File: src/rtl/gradient_orientation_energy_profile_top_assert.svh
// Assertion macros for the gradient orientation energy profile block.
`ifndef GRADIENT_ORIENTATION_ENERGY_PROFILE_TOP_ASSERT_SVH
`define GRADIENT_ORIENTATION_ENERGY_PROFILE_TOP_ASSERT_SVH

// The consequent must hold in the same cycle as the antecedent.
`define GOEP_ASSERT_IMP(lbl, ante, cons, msg) \
	lbl: assert property (@(posedge clk) disable iff (!arst_n) (ante) |-> (cons)) \
	else $error(msg);

// The consequent must hold in the cycle after the antecedent.
`define GOEP_ASSERT_NXT(lbl, ante, cons, msg) \
	lbl: assert property (@(posedge clk) disable iff (!arst_n) (ante) |=> (cons)) \
	else $error(msg);

`endif

File: src/rtl/goep_pkg.sv
// Types, constants and helper functions shared by the gradient energy block.
`default_nettype none
package goep_pkg;

	localparam int CoordW = 12;

	typedef logic [CoordW-1:0] coord_t;
	typedef logic [1:0]        bank_t;

	typedef enum logic [1:0] {
		REG_IMAGE_WIDTH  = 2'd0,
		REG_IMAGE_HEIGHT = 2'd1,
		REG_ALPHA_WEIGHT = 2'd2
	} reg_idx_t;

	typedef enum logic [1:0] {
		EK_UPPER,
		EK_LEFT,
		EK_LAST
	} emit_kind_t;

	typedef enum logic [3:0] {
		BS_IDLE,
		BS_WR,
		BS_RA,
		BS_RB,
		BS_RC,
		BS_RD,
		BS_DIF,
		BS_SQ,
		BS_MUL1,
		BS_MUL2,
		BS_OUT
	} back_state_t;

	// Effective frame geometry and weights after clamping.
	typedef struct packed {
		coord_t     col_last;
		coord_t     row_last;
		logic [8:0] alpha;
		logic [8:0] alpha_inv;
	} cfg_t;

	// One accepted pixel together with its classification.
	typedef struct packed {
		logic [7:0] pixel;
		coord_t     row;
		coord_t     col;
		bank_t      bank;
		logic       last_col;
		logic       has_upper;
		logic       has_left;
		logic       has_last;
	} item_t;

	typedef struct packed {
		logic at_origin;
	} front_stat_t;

	typedef struct packed {
		logic idle;
		logic load;
	} back_stat_t;

	function automatic bank_t bank_next(input bank_t b);
		return (b == 2'd2) ? 2'd0 : b + 2'd1;
	endfunction

	function automatic bank_t bank_prev(input bank_t b);
		return (b == 2'd0) ? 2'd2 : b - 2'd1;
	endfunction

endpackage
`default_nettype wire

File: src/rtl/goep_front.sv
// Front end: accepts pixels, tracks the raster position and classifies each pixel.
`default_nettype none
module goep_front
	import goep_pkg::*;
(
	input  wire logic  clk,
	input  wire logic  arst_n,
	input  wire cfg_t  cfg,
	input  wire logic  restart,
	input  wire logic  accept,
	input  wire logic [7:0] pixel,
	output item_t       item,
	output front_stat_t stat
);

	coord_t row_q;
	coord_t col_q;
	bank_t  bank_q;
	logic   last_col;
	logic   last_row;

	assign last_col = (col_q == cfg.col_last);
	assign last_row = (row_q == cfg.row_last);

	always_comb begin
		item.pixel     = pixel;
		item.row       = row_q;
		item.col       = col_q;
		item.bank      = bank_q;
		item.last_col  = last_col;
		item.has_upper = (row_q != '0);
		item.has_left  = (row_q != '0) && last_row && (col_q != '0);
		item.has_last  = (row_q != '0) && last_row && last_col;
	end

	assign stat.at_origin = (row_q == '0) && (col_q == '0) && (bank_q == 2'd0);

	always_ff @(posedge clk or negedge arst_n) begin
		if (!arst_n) begin
			row_q  <= '0;
			col_q  <= '0;
			bank_q <= 2'd0;
		end else if (restart) begin
			row_q  <= '0;
			col_q  <= '0;
			bank_q <= 2'd0;
		end else if (accept) begin
			if (last_col) begin
				col_q <= '0;
				if (last_row) begin
					row_q  <= '0;
					bank_q <= 2'd0;
				end else begin
					row_q  <= row_q + coord_t'(1);
					bank_q <= bank_next(bank_q);
				end
			end else begin
				col_q <= col_q + coord_t'(1);
			end
		end
	end

endmodule
`default_nettype wire

File: config.mk
export PLATFORM = sky130hd
export DESIGN_NAME = goep_front
export DESIGN_NICKNAME = d
export VERILOG_FILES = /design/src/rtl/gradient_orientation_energy_profile_top_assert.svh /design/src/rtl/goep_pkg.sv /design/src/rtl/goep_front.sv
export SDC_FILE = /design/constraint.sdc
export NUM_CORES = 1
export LEC_CHECK = 0
export ABC_AREA = 1
export BUFFER_PORTS_ARGS = -buffer_cell sky130_fd_sc_hd__clkbuf_2
export CELL_PAD_IN_SITES_DETAIL_PLACEMENT = 0
export CELL_PAD_IN_SITES_GLOBAL_PLACEMENT = 2
export CORE_ASPECT_RATIO = 1.4
export CORE_MARGIN = 4
export CORE_UTILIZATION = 24
export DETAILED_ROUTE_END_ITERATION = 10
export GPL_TIMING_DRIVEN = 0
export PLACE_DENSITY_LB_ADDON = 0.08
export SETUP_SLACK_MARGIN = 0.05
export SYNTH_ARGS = -nofsm -noshare
export SYNTH_HDL_FRONTEND = slang
export SYNTH_SLANG_ARGS = --single-unit
File: constraint.sdc
create_clock -name clk -period 2.1 [get_ports clk]
set_clock_uncertainty 0.1 [all_clocks]
set_input_delay 0 -clock clk [delete_from_list [all_inputs] [get_ports clk]]
set_output_delay 0 -clock clk [all_outputs]
set_load 0.005 [all_outputs]
==> flow_summary.ini <==
[place]
placed_cells = 487
io_buffers = 66
dpl.hpwl_um = 5186
place_ws_ns = 0.1867
gp_congestion = 0.7302

[yosys]
yosysWarnings = 0
synth-seq-area-share_pct = 31.33
synth_area_sq_mm = 0.002077
yosysUniqueCellTypes = 29
synth_area_leaders = dfrtp_1 (31%), nand2_1 (22%), nor2_1 (7.4%)
yosys_register_bits = 26
synth_top_area_share_pct = 31.33
avgSynthCellArea_sq_um = 6.511
synth_area_leader_cell = dfrtp_1
synth_fp_nets = 377
synthCells = 319

[worst_setup_path]
rr_worst_depth = 9
crit_type = register to register
crit_start = col_q[8]
crit_path_start_kind = register
r2r_start = col_q[8]
end_kind = register
path_max_fanout = 10
cp-endpoint = col_q[11]
arrival_ns = 1.92
regToRegEndpoint = col_q[11]
cp.required_ns = 2.15
reg2reg_slack_ns = 0.23

[floorplanning]
fp.dieH_um = 118.1
die_area_sq_mm = 0.01023
fp.dieW_um = 86.62
rows = 39
ios = 93
core_sq_mm = 0.008295
start_util_pct = 25.04

[route]
ant_nets = 0
drtIter0Drc = 40
drt_pass1_iterations = 4
wl_per_cell_um = 12.85
vias = 2063
route.detailed.drc = 0
postRouteWirelength_um = 6334
via_per_inst = 4.185

[timing]
worst_pin_slew_ns = 0.7491
hold_violations = 0
min_period_ns = 1.869
finalSetupTns_ns = 0
max_freq_mhz = 535.0
finalMaxSlewViolations = 0
post-route-period-util_pct = 89.01
rsz0062_at_grt = false
setup_slack_ns = 0.2308
finalSetupViolations = 0
slew_headroom_pct = 50.06

[layout]
layout-drive-gt1-share_pct = 25.58
multiInputGateArea_sq_mm = 0.001139
final_nets = 451
regArea_sq_um = 651.9
area_delta_synth_final_pct = 27.17
stdcell_count = 493
diodes = 0
n_fill_cell = 977

[global_routing]
grt_first_pass_wirelength_um = 10470
grt_use_met1_pct = 14.76
antenna_found_initial = 0
grt_use_met3_pct = 1.751
grt_pass1_vias = 2087
busiest_layer = met2
gr-total-overflow = 0
gr-usage-all-layers_pct = 12.80
met2_usage_pct = 24.19
grt_max_degree = 27

[clocking]
root_buffer = clkbuf_16
cts_max_path_buffers = 2
htreeDepth = 1
cts_tree = done
cts_sinks = 26
cts_inserted_buffers = 3
cts_setup_buffers = 0
path_clk_slew_ns = 0.07
clk_latency_ns = 0.26

[power]
total_leakage_power_nw = 1.447
finalPower_mw = 1.329
power.density_mw_per_mm2 = 503.3
ir_drop_mv = 0.2847

[run]
drv_cap = 0

[run_status]
status = finished, final reports clean

[min_path]
hold_path_class = input pin to output pin
## state kept, by name, indices dropped and copies added (netlist names)
name	count
row_q	12
bank_q	2
col_q	12
## metal layers
layer | wire length [um] | vias to the layer above
met2 | 3455 | 51
met1 | 2497 | 914
met3 | 310 | 4
met5 | 0 | -
met4 | 70 | 0
li1 | - | 1094
## where the power goes
part	switching, mW	internal (mW)
clock network	0.173	0.252
logic	0.184	0.156
registers	0.0377	0.527
## worst min-delay path by stage
| stage | to | slack, ns | cells past startpoint | startpoint |
|---|---|---|---|---|
| 6_report | item[33] | 0.07 | 2 | pixel[3] |
| 5_1_grt | item[34] | 0.07 | 2 | pixel[4] |
| 4_1_cts | item[33] | 0.07 | 2 | pixel[3] |
| 3_5_place_dp | col_q[7] | 0.005 | 1 | arst_n |
| 3_3_place_gp | col_q[7] | -0.005 | 1 | arst_n |
| 2_1_floorplan | bank_q[0] | -0.40 | 0 | arst_n |
## critical path, cell delays in order, from the launching register on
cell and delay [ns]:
dfrtp_1 0.46, inv_1 0.13, nand2_1 0.06, nand2_1 0.05, nand2_1 0.06, nor2_2 0.16, nand3_2 0.19, o21bai_4 0.25
buf_4 0.23, nor2_1 0.06
## area by class of cell
class	count	share of cell area (%)
flip-flops and latches	26	24.68
repair buffers	69	13.64
multi-input cells	233	43.11
plain buffers	15	4.500
well taps	102	4.832
clock buffers	3	2.842
inverters	45	6.395
## Yosys cell counts
cell type	n
xor2_1	9
nand4_1	3
nand3_1	13
nor3b_1	1
nand2_2	2
and2_1	1
nor4_1	1
buf_6	3
o21ai_1	1
nor2_1	41
o211ai_1	1
nor4_2	1
or2_2	1
o21bai_4	1
inv_1	40
nand2_1	121
ha_1	4
buf_4	10
a21oi_1	2
nor3_1	4
inv_2	5
nor3_2	1
o21ai_0	5
xnor2_1	15
nor2_2	2
nand3_2	2
or2_1	1
buf_2	2
dfrtp_1	26
## cells in the final DEF, fill, tap and decap left out, drive strengths merged, types with 2 or more instances in the layout
master / netlist / routed
nand2: 123 / 123
clkbuf: 0 / 69
inv: 45 / 45
nor2: 43 / 43
dfrtp: 26 / 26
xnor2: 15 / 15
nand3: 15 / 15
buf: 15 / 15
xor2: 9 / 9
o21ai: 6 / 6
nor3: 5 / 5
ha: 4 / 4
nand4: 3 / 3
dlygate4sd3: 0 / 3
a21oi: 2 / 2
or2: 2 / 2
nor4: 2 / 2
## logic make-up after synthesis
kind of cell | after synthesis | share of synthesized area (%)
buffers and inverters | 60 | 13.86
xor gates and xnor gates | 24 | 10.12
DFF | 26 | 31.33
adders and majority gates | 4 | 2.410
AOI/OAI and AO/OA | 10 | 3.193
and+or+nand+nor | 195 | 39.10
## per-stage QoR
step	instance area (sq um)	hold slack [ns]	utilization (%)
6_report	2641	0.06810	31.84
5_1_grt	2641	0.07353	31.84
4_1_cts	2640	0.06984	31.83
3_5_place_dp	2535	0.004508	30.56
3_3_place_gp	2535	-0.005228	30.56
2_1_floorplan	2077	-0.3956	-
## what timing repair did
item / in CTS / in global routing
setup endpoints to repair: 0 / 1
resized for setup: 0 / 1
hold buffers: 3 / 0
hold endpoints to repair: 28 / 0
Power figures use the tool's default switching activity.
