--- src/rtl/gradient_orientation_energy_profile_top_assert.svh ---
// Assertion macros for the gradient orientation energy profile block.
`ifndef GRADIENT_ORIENTATION_ENERGY_PROFILE_TOP_ASSERT_SVH
`define GRADIENT_ORIENTATION_ENERGY_PROFILE_TOP_ASSERT_SVH

// The consequent must hold in the same cycle as the antecedent.
`define GOEP_ASSERT_IMP(lbl, ante, cons, msg) \
	lbl: assert property (@(posedge clk) disable iff (!arst_n) (ante) |-> (cons)) \
	else $error(msg);

// The consequent must hold in the cycle after the antecedent.
`define GOEP_ASSERT_NXT(lbl, ante, cons, msg) \
	lbl: assert property (@(posedge clk) disable iff (!arst_n) (ante) |=> (cons)) \
	else $error(msg);

`endif

--- src/rtl/goep_pkg.sv ---
// Types, constants and helper functions shared by the gradient energy block.
`default_nettype none
package goep_pkg;

	localparam int CoordW = 12;

	typedef logic [CoordW-1:0] coord_t;
	typedef logic [1:0]        bank_t;

	typedef enum logic [1:0] {
		REG_IMAGE_WIDTH  = 2'd0,
		REG_IMAGE_HEIGHT = 2'd1,
		REG_ALPHA_WEIGHT = 2'd2
	} reg_idx_t;

	typedef enum logic [1:0] {
		EK_UPPER,
		EK_LEFT,
		EK_LAST
	} emit_kind_t;

	typedef enum logic [3:0] {
		BS_IDLE,
		BS_WR,
		BS_RA,
		BS_RB,
		BS_RC,
		BS_RD,
		BS_DIF,
		BS_SQ,
		BS_MUL1,
		BS_MUL2,
		BS_OUT
	} back_state_t;

	// Effective frame geometry and weights after clamping.
	typedef struct packed {
		coord_t     col_last;
		coord_t     row_last;
		logic [8:0] alpha;
		logic [8:0] alpha_inv;
	} cfg_t;

	// One accepted pixel together with its classification.
	typedef struct packed {
		logic [7:0] pixel;
		coord_t     row;
		coord_t     col;
		bank_t      bank;
		logic       last_col;
		logic       has_upper;
		logic       has_left;
		logic       has_last;
	} item_t;

	typedef struct packed {
		logic at_origin;
	} front_stat_t;

	typedef struct packed {
		logic idle;
		logic load;
	} back_stat_t;

	function automatic bank_t bank_next(input bank_t b);
		return (b == 2'd2) ? 2'd0 : b + 2'd1;
	endfunction

	function automatic bank_t bank_prev(input bank_t b);
		return (b == 2'd0) ? 2'd2 : b - 2'd1;
	endfunction

endpackage
`default_nettype wire

--- src/rtl/goep_queue.sv ---
// Two-entry queue of classified pixels between the front and back ends.
`default_nettype none
module goep_queue
	import goep_pkg::*;
(
	input  wire logic  clk,
	input  wire logic  arst_n,
	input  wire logic  wr,
	input  wire item_t wr_item,
	output logic       full,
	input  wire logic  rd,
	output logic       valid,
	output item_t      rd_item
);

	item_t      slot_q [2];
	logic       wptr_q;
	logic       rptr_q;
	logic [1:0] count_q;

	assign full    = (count_q == 2'd2);
	assign valid   = (count_q != 2'd0);
	assign rd_item = slot_q[rptr_q];

	always_ff @(posedge clk) begin
		if (wr) begin
			slot_q[wptr_q] <= wr_item;
		end
	end

	always_ff @(posedge clk or negedge arst_n) begin
		if (!arst_n) begin
			wptr_q  <= 1'b0;
			rptr_q  <= 1'b0;
			count_q <= 2'd0;
		end else begin
			if (wr) begin
				wptr_q <= ~wptr_q;
			end
			if (rd) begin
				rptr_q <= ~rptr_q;
			end
			case ({wr, rd})
				2'b10:   count_q <= count_q + 2'd1;
				2'b01:   count_q <= count_q - 2'd1;
				default: count_q <= count_q;
			endcase
		end
	end

endmodule
`default_nettype wire

--- config.mk ---
export PLATFORM = sky130hd
export DESIGN_NAME = goep_queue
export DESIGN_NICKNAME = d
export VERILOG_FILES = /design/src/rtl/gradient_orientation_energy_profile_top_assert.svh /design/src/rtl/goep_pkg.sv /design/src/rtl/goep_queue.sv
export SDC_FILE = /design/constraint.sdc
export NUM_CORES = 1
export LEC_CHECK = 0
export BUFFER_PORTS_ARGS = -buffer_cell sky130_fd_sc_hd__buf_2
export CAP_MARGIN = 40
export CORE_UTILIZATION = 50
export DETAILED_ROUTE_END_ITERATION = 6
export GPL_ROUTABILITY_DRIVEN = 1
export PLACE_DENSITY_LB_ADDON = 0.15
export SLEW_MARGIN = 20
export SYNTH_ARGS = -nofsm -noshare
export SYNTH_HDL_FRONTEND = slang
export SYNTH_SLANG_ARGS = --single-unit
--- constraint.sdc ---
create_clock -name clk -period 3.26 [get_ports clk]
set_input_delay 0.326 -clock clk [delete_from_list [all_inputs] [get_ports clk]]
set_output_delay 0.326 -clock clk [all_outputs]
set_load 0.05 [all_outputs]
==> flow_summary_export.csv, run 1 <==
group,metric,value,unit
outcome,status,"complete, no violations",
worst_setup_path,slowest_stage,"dfrtp_2",
power_and_ir_drop,fin_total_pwr,3.70,mW
floorplanning,rows,27,
floorplanning,die_area,6260,µm²
layout,mostFrequentLayoutCell,"buf_2",
synthesis,synth_nets,177,
clock_network,clockRootBuffer,"clkbuf_8",
worst_setup_path,crit_start,"rptr_q",
placement,place_inst,286,
clock_network,cts.sinks,80,
layout,area_growth,24.5,%
placement,port_buffers,81,
global_routing,grt_max_degree,27,
power_and_ir_drop,internal-power,2.22,mW
floorplanning,dieWidth,79.1,µm
sta,maxSlewHeadroom,0.647,
worst_setup_path,cp_cell_sequence,"buf_16 -> mux2_2 -> buf_2",
sta,rsz0062_at_grt,"false",
drt,avgRoutedWirePerCell,15.1,µm
power_and_ir_drop,total_leakage_power,1.44,nW
worst_setup_path,rr_startpoint,"wptr_q",
drt,drc,0,
worst_setup_path,cp_data_arrival_time,1840,ps
drt,dr.pass1.iters,4,
worst_setup_path,cpPeakStageDelay,700,ps
drt,viasPerCell,4.83,
layout,drive_gt1_frac,0.593,
power_and_ir_drop,swShare,0.402,
placement,dp_hpwl,3140,µm
power_and_ir_drop,pwr-share-clk,0.177,
layout,layout.cells.non_filler,303,
clock_network,clock_latency,330,ps
placement,routabilityCongestion,0.677,
global_routing,grt_pass1_vias,1558,
layout,final_nets,269,
global_routing,grt_pass1_wl,6940,µm
sta,finalMaxSlewViolations,0,
floorplanning,initial_core_util,0.531,
clock_network,h-tree-depth,3,
drt,drtIter0Drc,71,
sta,min_period_over_period,0.663,
sta,setup_viol,0,
floorplanning,core_area,5610,µm²
sta,worst_pin_slew,529,ps
global_routing,globalRouteTotalUtil,0.157,
synthesis,yosysTopAreaCellShare,0.767,
sta,timing.setup.tns,0,ps
clock_network,clock_path_buffers,2,
drt,vias,1462,
synthesis,syn-cell-area,2980,µm²
global_routing,antenna_found_initial,0,
sta,fmax,463,MHz
power_and_ir_drop,switching_power,1.49,mW
min_path,hold_path.class,"in -> reg",
sta,fin_crit,2160,ps
power_and_ir_drop,pwr-share-comb,0.422,
clock_network,numCtsBuffers,9,
floorplanning,io_pins,82,
worst_setup_path,start_kind,"flip-flop",
synthesis,yosys_register_bits,80,
drt,routed_wl,4590,µm
run,drv_cap,0,
sta,fin_skew,6.30,ps
layout,n_antenna_cell,0,
synthesis,synth_cells,134,
synthesis,synthDistinctLibCells,15,
floorplanning,die_height,79.1,µm
layout,layout_common_cells,"81 x buf_2, 76 x edfxtp_1, 28 x mux2_2",
clock_network,cts_tree,"built",
power_and_ir_drop,p_seq_frac,0.400,
min_path,hold_start,"wr_item[5]",
worst_setup_path,path_max_fanout,23,
clock_network,path_clk_slew,70,ps
power_and_ir_drop,vdd_drop_max,671,µV
synthesis,ys_warn_count,0,
global_routing,grt-ovfl-total,0,
synthesis,syn_avg_cell_area,22.2,µm²
synthesis,synth.area.top_cells,"edfxtp_1 77%, mux2_2 11%, mux2_4 5.0%, dfrtp_1 3.4%, xor2_1 0.88%",
worst_setup_path,worst-setup-path-type,"reg -> out",
synthesis,yosysTopAreaCell,"edfxtp_1",
sta,hold_viol_final,0,
worst_setup_path,required,2930,ps
clock_network,post_cts_buffers,0,
power_and_ir_drop,powerDensity,999,nW/µm²
synthesis,synth_seq_area_share,0.801,
worst_setup_path,critPathCaptureType,"output pin",
drt,final_antenna_net_count,0,
==> Yosys cell counts <==
cell	number
buf_6	1
xor2_1	3
ha_1	1
inv_1	1
or2_2	1
buf_4	2
mux2_2	28
nor2b_1	1
nor2_1	2
dfrtp_1	4
edfxtp_1	76
mux2_4	10
buf_8	1
and2_1	1
xnor2_1	2
==> registers in the layout, indices dropped and copies added, names as in the netlist <==
name     flops
count_q      2
rptr_q       1
slot_q      76
wptr_q       1
==> cell families after synthesis <==
logic type | after synthesis | share of synthesized area
xor gates and xnor gates | 5 | 0.0147
DFF | 80 | 0.801
adders and majority gates | 1 | 0.00420
buffers and inverters | 5 | 0.0151
and+or+nand+nor | 5 | 0.00884
muxes | 38 | 0.156
==> worst max-delay path: cells and delay by family (launching register included) <==
| family | cells | cell delay [ps] |
|---|---|---|
| buf+inv | 2 | 450 |
| flops | 1 | 700 |
| mux | 1 | 360 |
==> worst paths after layout <==
| path | to | slack (ps) | cells after the start |
|---|---|---|---|
| setup / recovery | rd_item[27] | 1100 | 3 |
| hold / removal | slot_q[0][5] | 180 | 1 |
| setup reg to reg | slot_q[1][19] | 1780 | 2 |
| hold reg to reg | count_q[1] | 500 | 1 |
| max in group asynchronous | rptr_q | 2790 | 2 |
| min in group asynchronous | wptr_q | 340 | 2 |
==> power groups by stage <==
stage | combinational, mW | sequential [mW] | clock, mW
floorplan | 1.30 | 1.44 | 0
global placement | 1.44 | 1.54 | 0
detailed placement | 1.58 | 1.51 | 0
CTS | 1.58 | 1.49 | 0.682
global route | 1.63 | 1.51 | 0.710
finish | 1.56 | 1.48 | 0.657
==> routing by layer <==
metal / up-vias / share of wire / global-route usage
li1: 704 / - / -
met2: 55 / 0.55 / 0.277
met1: 696 / 0.38 / 0.161
met5: - / 0 / 0
met4: 0 / 0.019 / 0.113
met3: 7 / 0.056 / 0.0402
==> final cells by class <==
class	count	area, µm²
repair buffers	85	490
clock inverters	4	45.0
inverters	1	3.75
multi-input cells	49	557
fillers	413	1900
flip-flops and latches	80	2380
well taps	72	90.1
clock buffers	12	135
==> stage by stage <==
| step | hold slack (ps) | worst slack, ps | util | cell area, µm² |
|---|---|---|---|---|
| after floorplan | 30.4 | 819 | - | 2980 |
| after global placement | 129 | 1320 | 0.613 | 3440 |
| after detailed placement | 136 | 1420 | 0.627 | 3510 |
| after CTS | 159 | 1040 | 0.661 | 3700 |
| after global routing | 164 | 995 | 0.661 | 3700 |
| final | 181 | 1100 | 0.661 | 3700 |
==> timing repair <==
action / CTS / global route
hold endpoints to repair: 4 / 0
gates resized for setup: 0 / 0
hold buffers: 1 / 0
endpoints found under the setup margin: 0 / 0
Power figures use the tool's default switching activity.
==> run 2: changes to the inputs <==
- clock period: 3.26 -> 2.2 ns (I/O delays scaled with it)
==> flow_summary_export.csv, run 2 (synthesis gave the netlist of run 1 again) <==
group,metric,value,unit
outcome,status,"complete, no violations",
clock_network,clock_path_buffers,2,
placement,routabilityCongestion,0.642,
drt,vias,1515,
worst_setup_path,r2r_slack,800,ps
worst_setup_path,rr_worst_depth,2,
min_path,hold_depth,1,
worst_setup_path,required,1980,ps
layout,largest_reg_flops,76,
sta,finalMaxSlewViolations,0,
drt,dr.pass1.iters,4,
sta,min_period_over_period,0.819,
floorplanning,core_area,5610,µm²
sta,fin_skew,6.68,ps
clock_network,cts.sinks,80,
clock_network,cts_resized,0,
clock_network,numCtsBuffers,9,
global_routing,grt-ovfl-total,0,
clock_network,path_clk_slew,80,ps
layout,final_util,0.663,
drt,viasPerCell,4.98,
sta,maxSlewHeadroom,0.678,
worst_setup_path,rr_startpoint,"wptr_q",
sta,fmax,555,MHz
worst_setup_path,worst-setup-path-type,"reg -> out",
drt,avgRoutedWirePerCell,15.3,µm
min_path,hold_path.class,"in -> reg",
worst_setup_path,critPathCaptureType,"output pin",
drt,drtIter0Drc,39,
power_and_ir_drop,powerDensity,1500,nW/µm²
layout,layout_common_cells,"81 x buf_2, 76 x edfxtp_1, 28 x mux2_2",
run,drv_cap,0,
sta,setup_viol,0,
power_and_ir_drop,vdd_drop_max,787,µV
layout,multi_input_area,557,µm²
layout,area_growth,24.9,%
floorplanning,dieWidth,79.1,µm
worst_setup_path,path_max_fanout,20,
sta,worst_pin_slew,481,ps
placement,dp_hpwl,3150,µm
floorplanning,initial_core_util,0.531,
floorplanning,die_area,6260,µm²
placement,port_buffers,81,
layout,drive_gt1_frac,0.608,
global_routing,grt_max_degree,25,
layout,final_nets,270,
worst_setup_path,start_kind,"flip-flop",
layout,seqCellArea,2380,µm²
layout,reg_top3,"slot_q (76), count_q (2)",
layout,largest_register,"slot_q",
clock_network,clockRootBuffer,"clkbuf_8",
clock_network,clock_latency,340,ps
global_routing,globalRouteTotalUtil,0.156,
floorplanning,io_pins,82,
layout,nFillCells,404,
floorplanning,die_height,79.1,µm
global_routing,grt_pass1_vias,1500,
min_path,hold_path_end,"slot_q[1][5]",
layout,mostFrequentLayoutCell,"buf_2",
global_routing,antenna_found_initial,0,
drt,routed_wl,4670,µm
drt,final_antenna_net_count,0,
power_and_ir_drop,total_leakage_power,1.45,nW
sta,rsz0062_at_grt,"false",
worst_setup_path,cp_data_arrival_time,1580,ps
sta,timing.setup.tns,0,ps
drt,drc,0,
sta,hold_viol_final,0,
min_path,hold_start,"wr_item[5]",
global_routing,grt_pass1_wl,6980,µm
sta,fin_crit,1800,ps
sta,hold_slack,67.3,ps
floorplanning,rows,27,
clock_network,cts_tree,"built",
clock_network,h-tree-depth,3,
worst_setup_path,reg2reg_to,"slot_q[0][24]",
layout,n_antenna_cell,0,
-- run 2: cell types whose count changed in the layout (fill, tap and decap cells not counted), sizes merged --
cell and change:
buf +1, clkbuf -1, bufinv +1
-- run 2: per-stage QoR --
stage	power (mW)	cell area [µm²]	cells	setup WS, ps
after floorplan	4.07	2980	134	382
after global placement	4.48	3490	287	764
after detailed placement	4.52	3490	287	740
after CTS	5.66	3720	304	361
after global routing	5.82	3720	304	326
final	5.59	3720	304	398
-- run 2: how the worst max path moves through the flow --
stage,start,end,slack [ps],depth (start not counted)
final,rptr_q,rd_item[11],400,3
after global routing,rptr_q,rd_item[34],330,3
after CTS,rptr_q,rd_item[34],360,3
after detailed placement,rptr_q,rd_item[34],740,3
after global placement,rptr_q,rd_item[34],760,3
after floorplan,wptr_q,slot_q[0][0],380,1
-- run 2: worst max-delay path, cell delays in order (launching register included) --
cell     delay [ps]
dfrtp_2         360
buf_4           290
mux2_2          380
buf_2           210
-- run 2: per-layer routing --
metal,vias up,track usage,share of wire
met5,-,0,0
met4,0,0.0982,0.021
met3,9,0.0414,0.055
met2,57,0.261,0.53
met1,744,0.179,0.39
li1,705,-,-
-- run 2: final cells by class --
type | instances | share of cell area
sequential | 80 | 0.641
multi-input combinational | 49 | 0.150
timing repair buffer | 86 | 0.127
clock buffer | 11 | 0.0353
tap | 72 | 0.0242
clock inverter | 5 | 0.0219
inverter | 1 | 0.00101
-- run 2: power by group --
part	switching, mW	internal, mW
Clock	0.484	0.640
Combinational	1.65	0.704
Sequential	0.0928	2.03
Total	2.22	3.37
-- run 2: timing repair --
| action | CTS | global route |
|---|---|---|
| hold buffers | 1 | 0 |
| endpoints found under the hold margin | 4 | 0 |
| endpoints found under the setup margin | 0 | 0 |
| setup buffers | 0 | 0 |
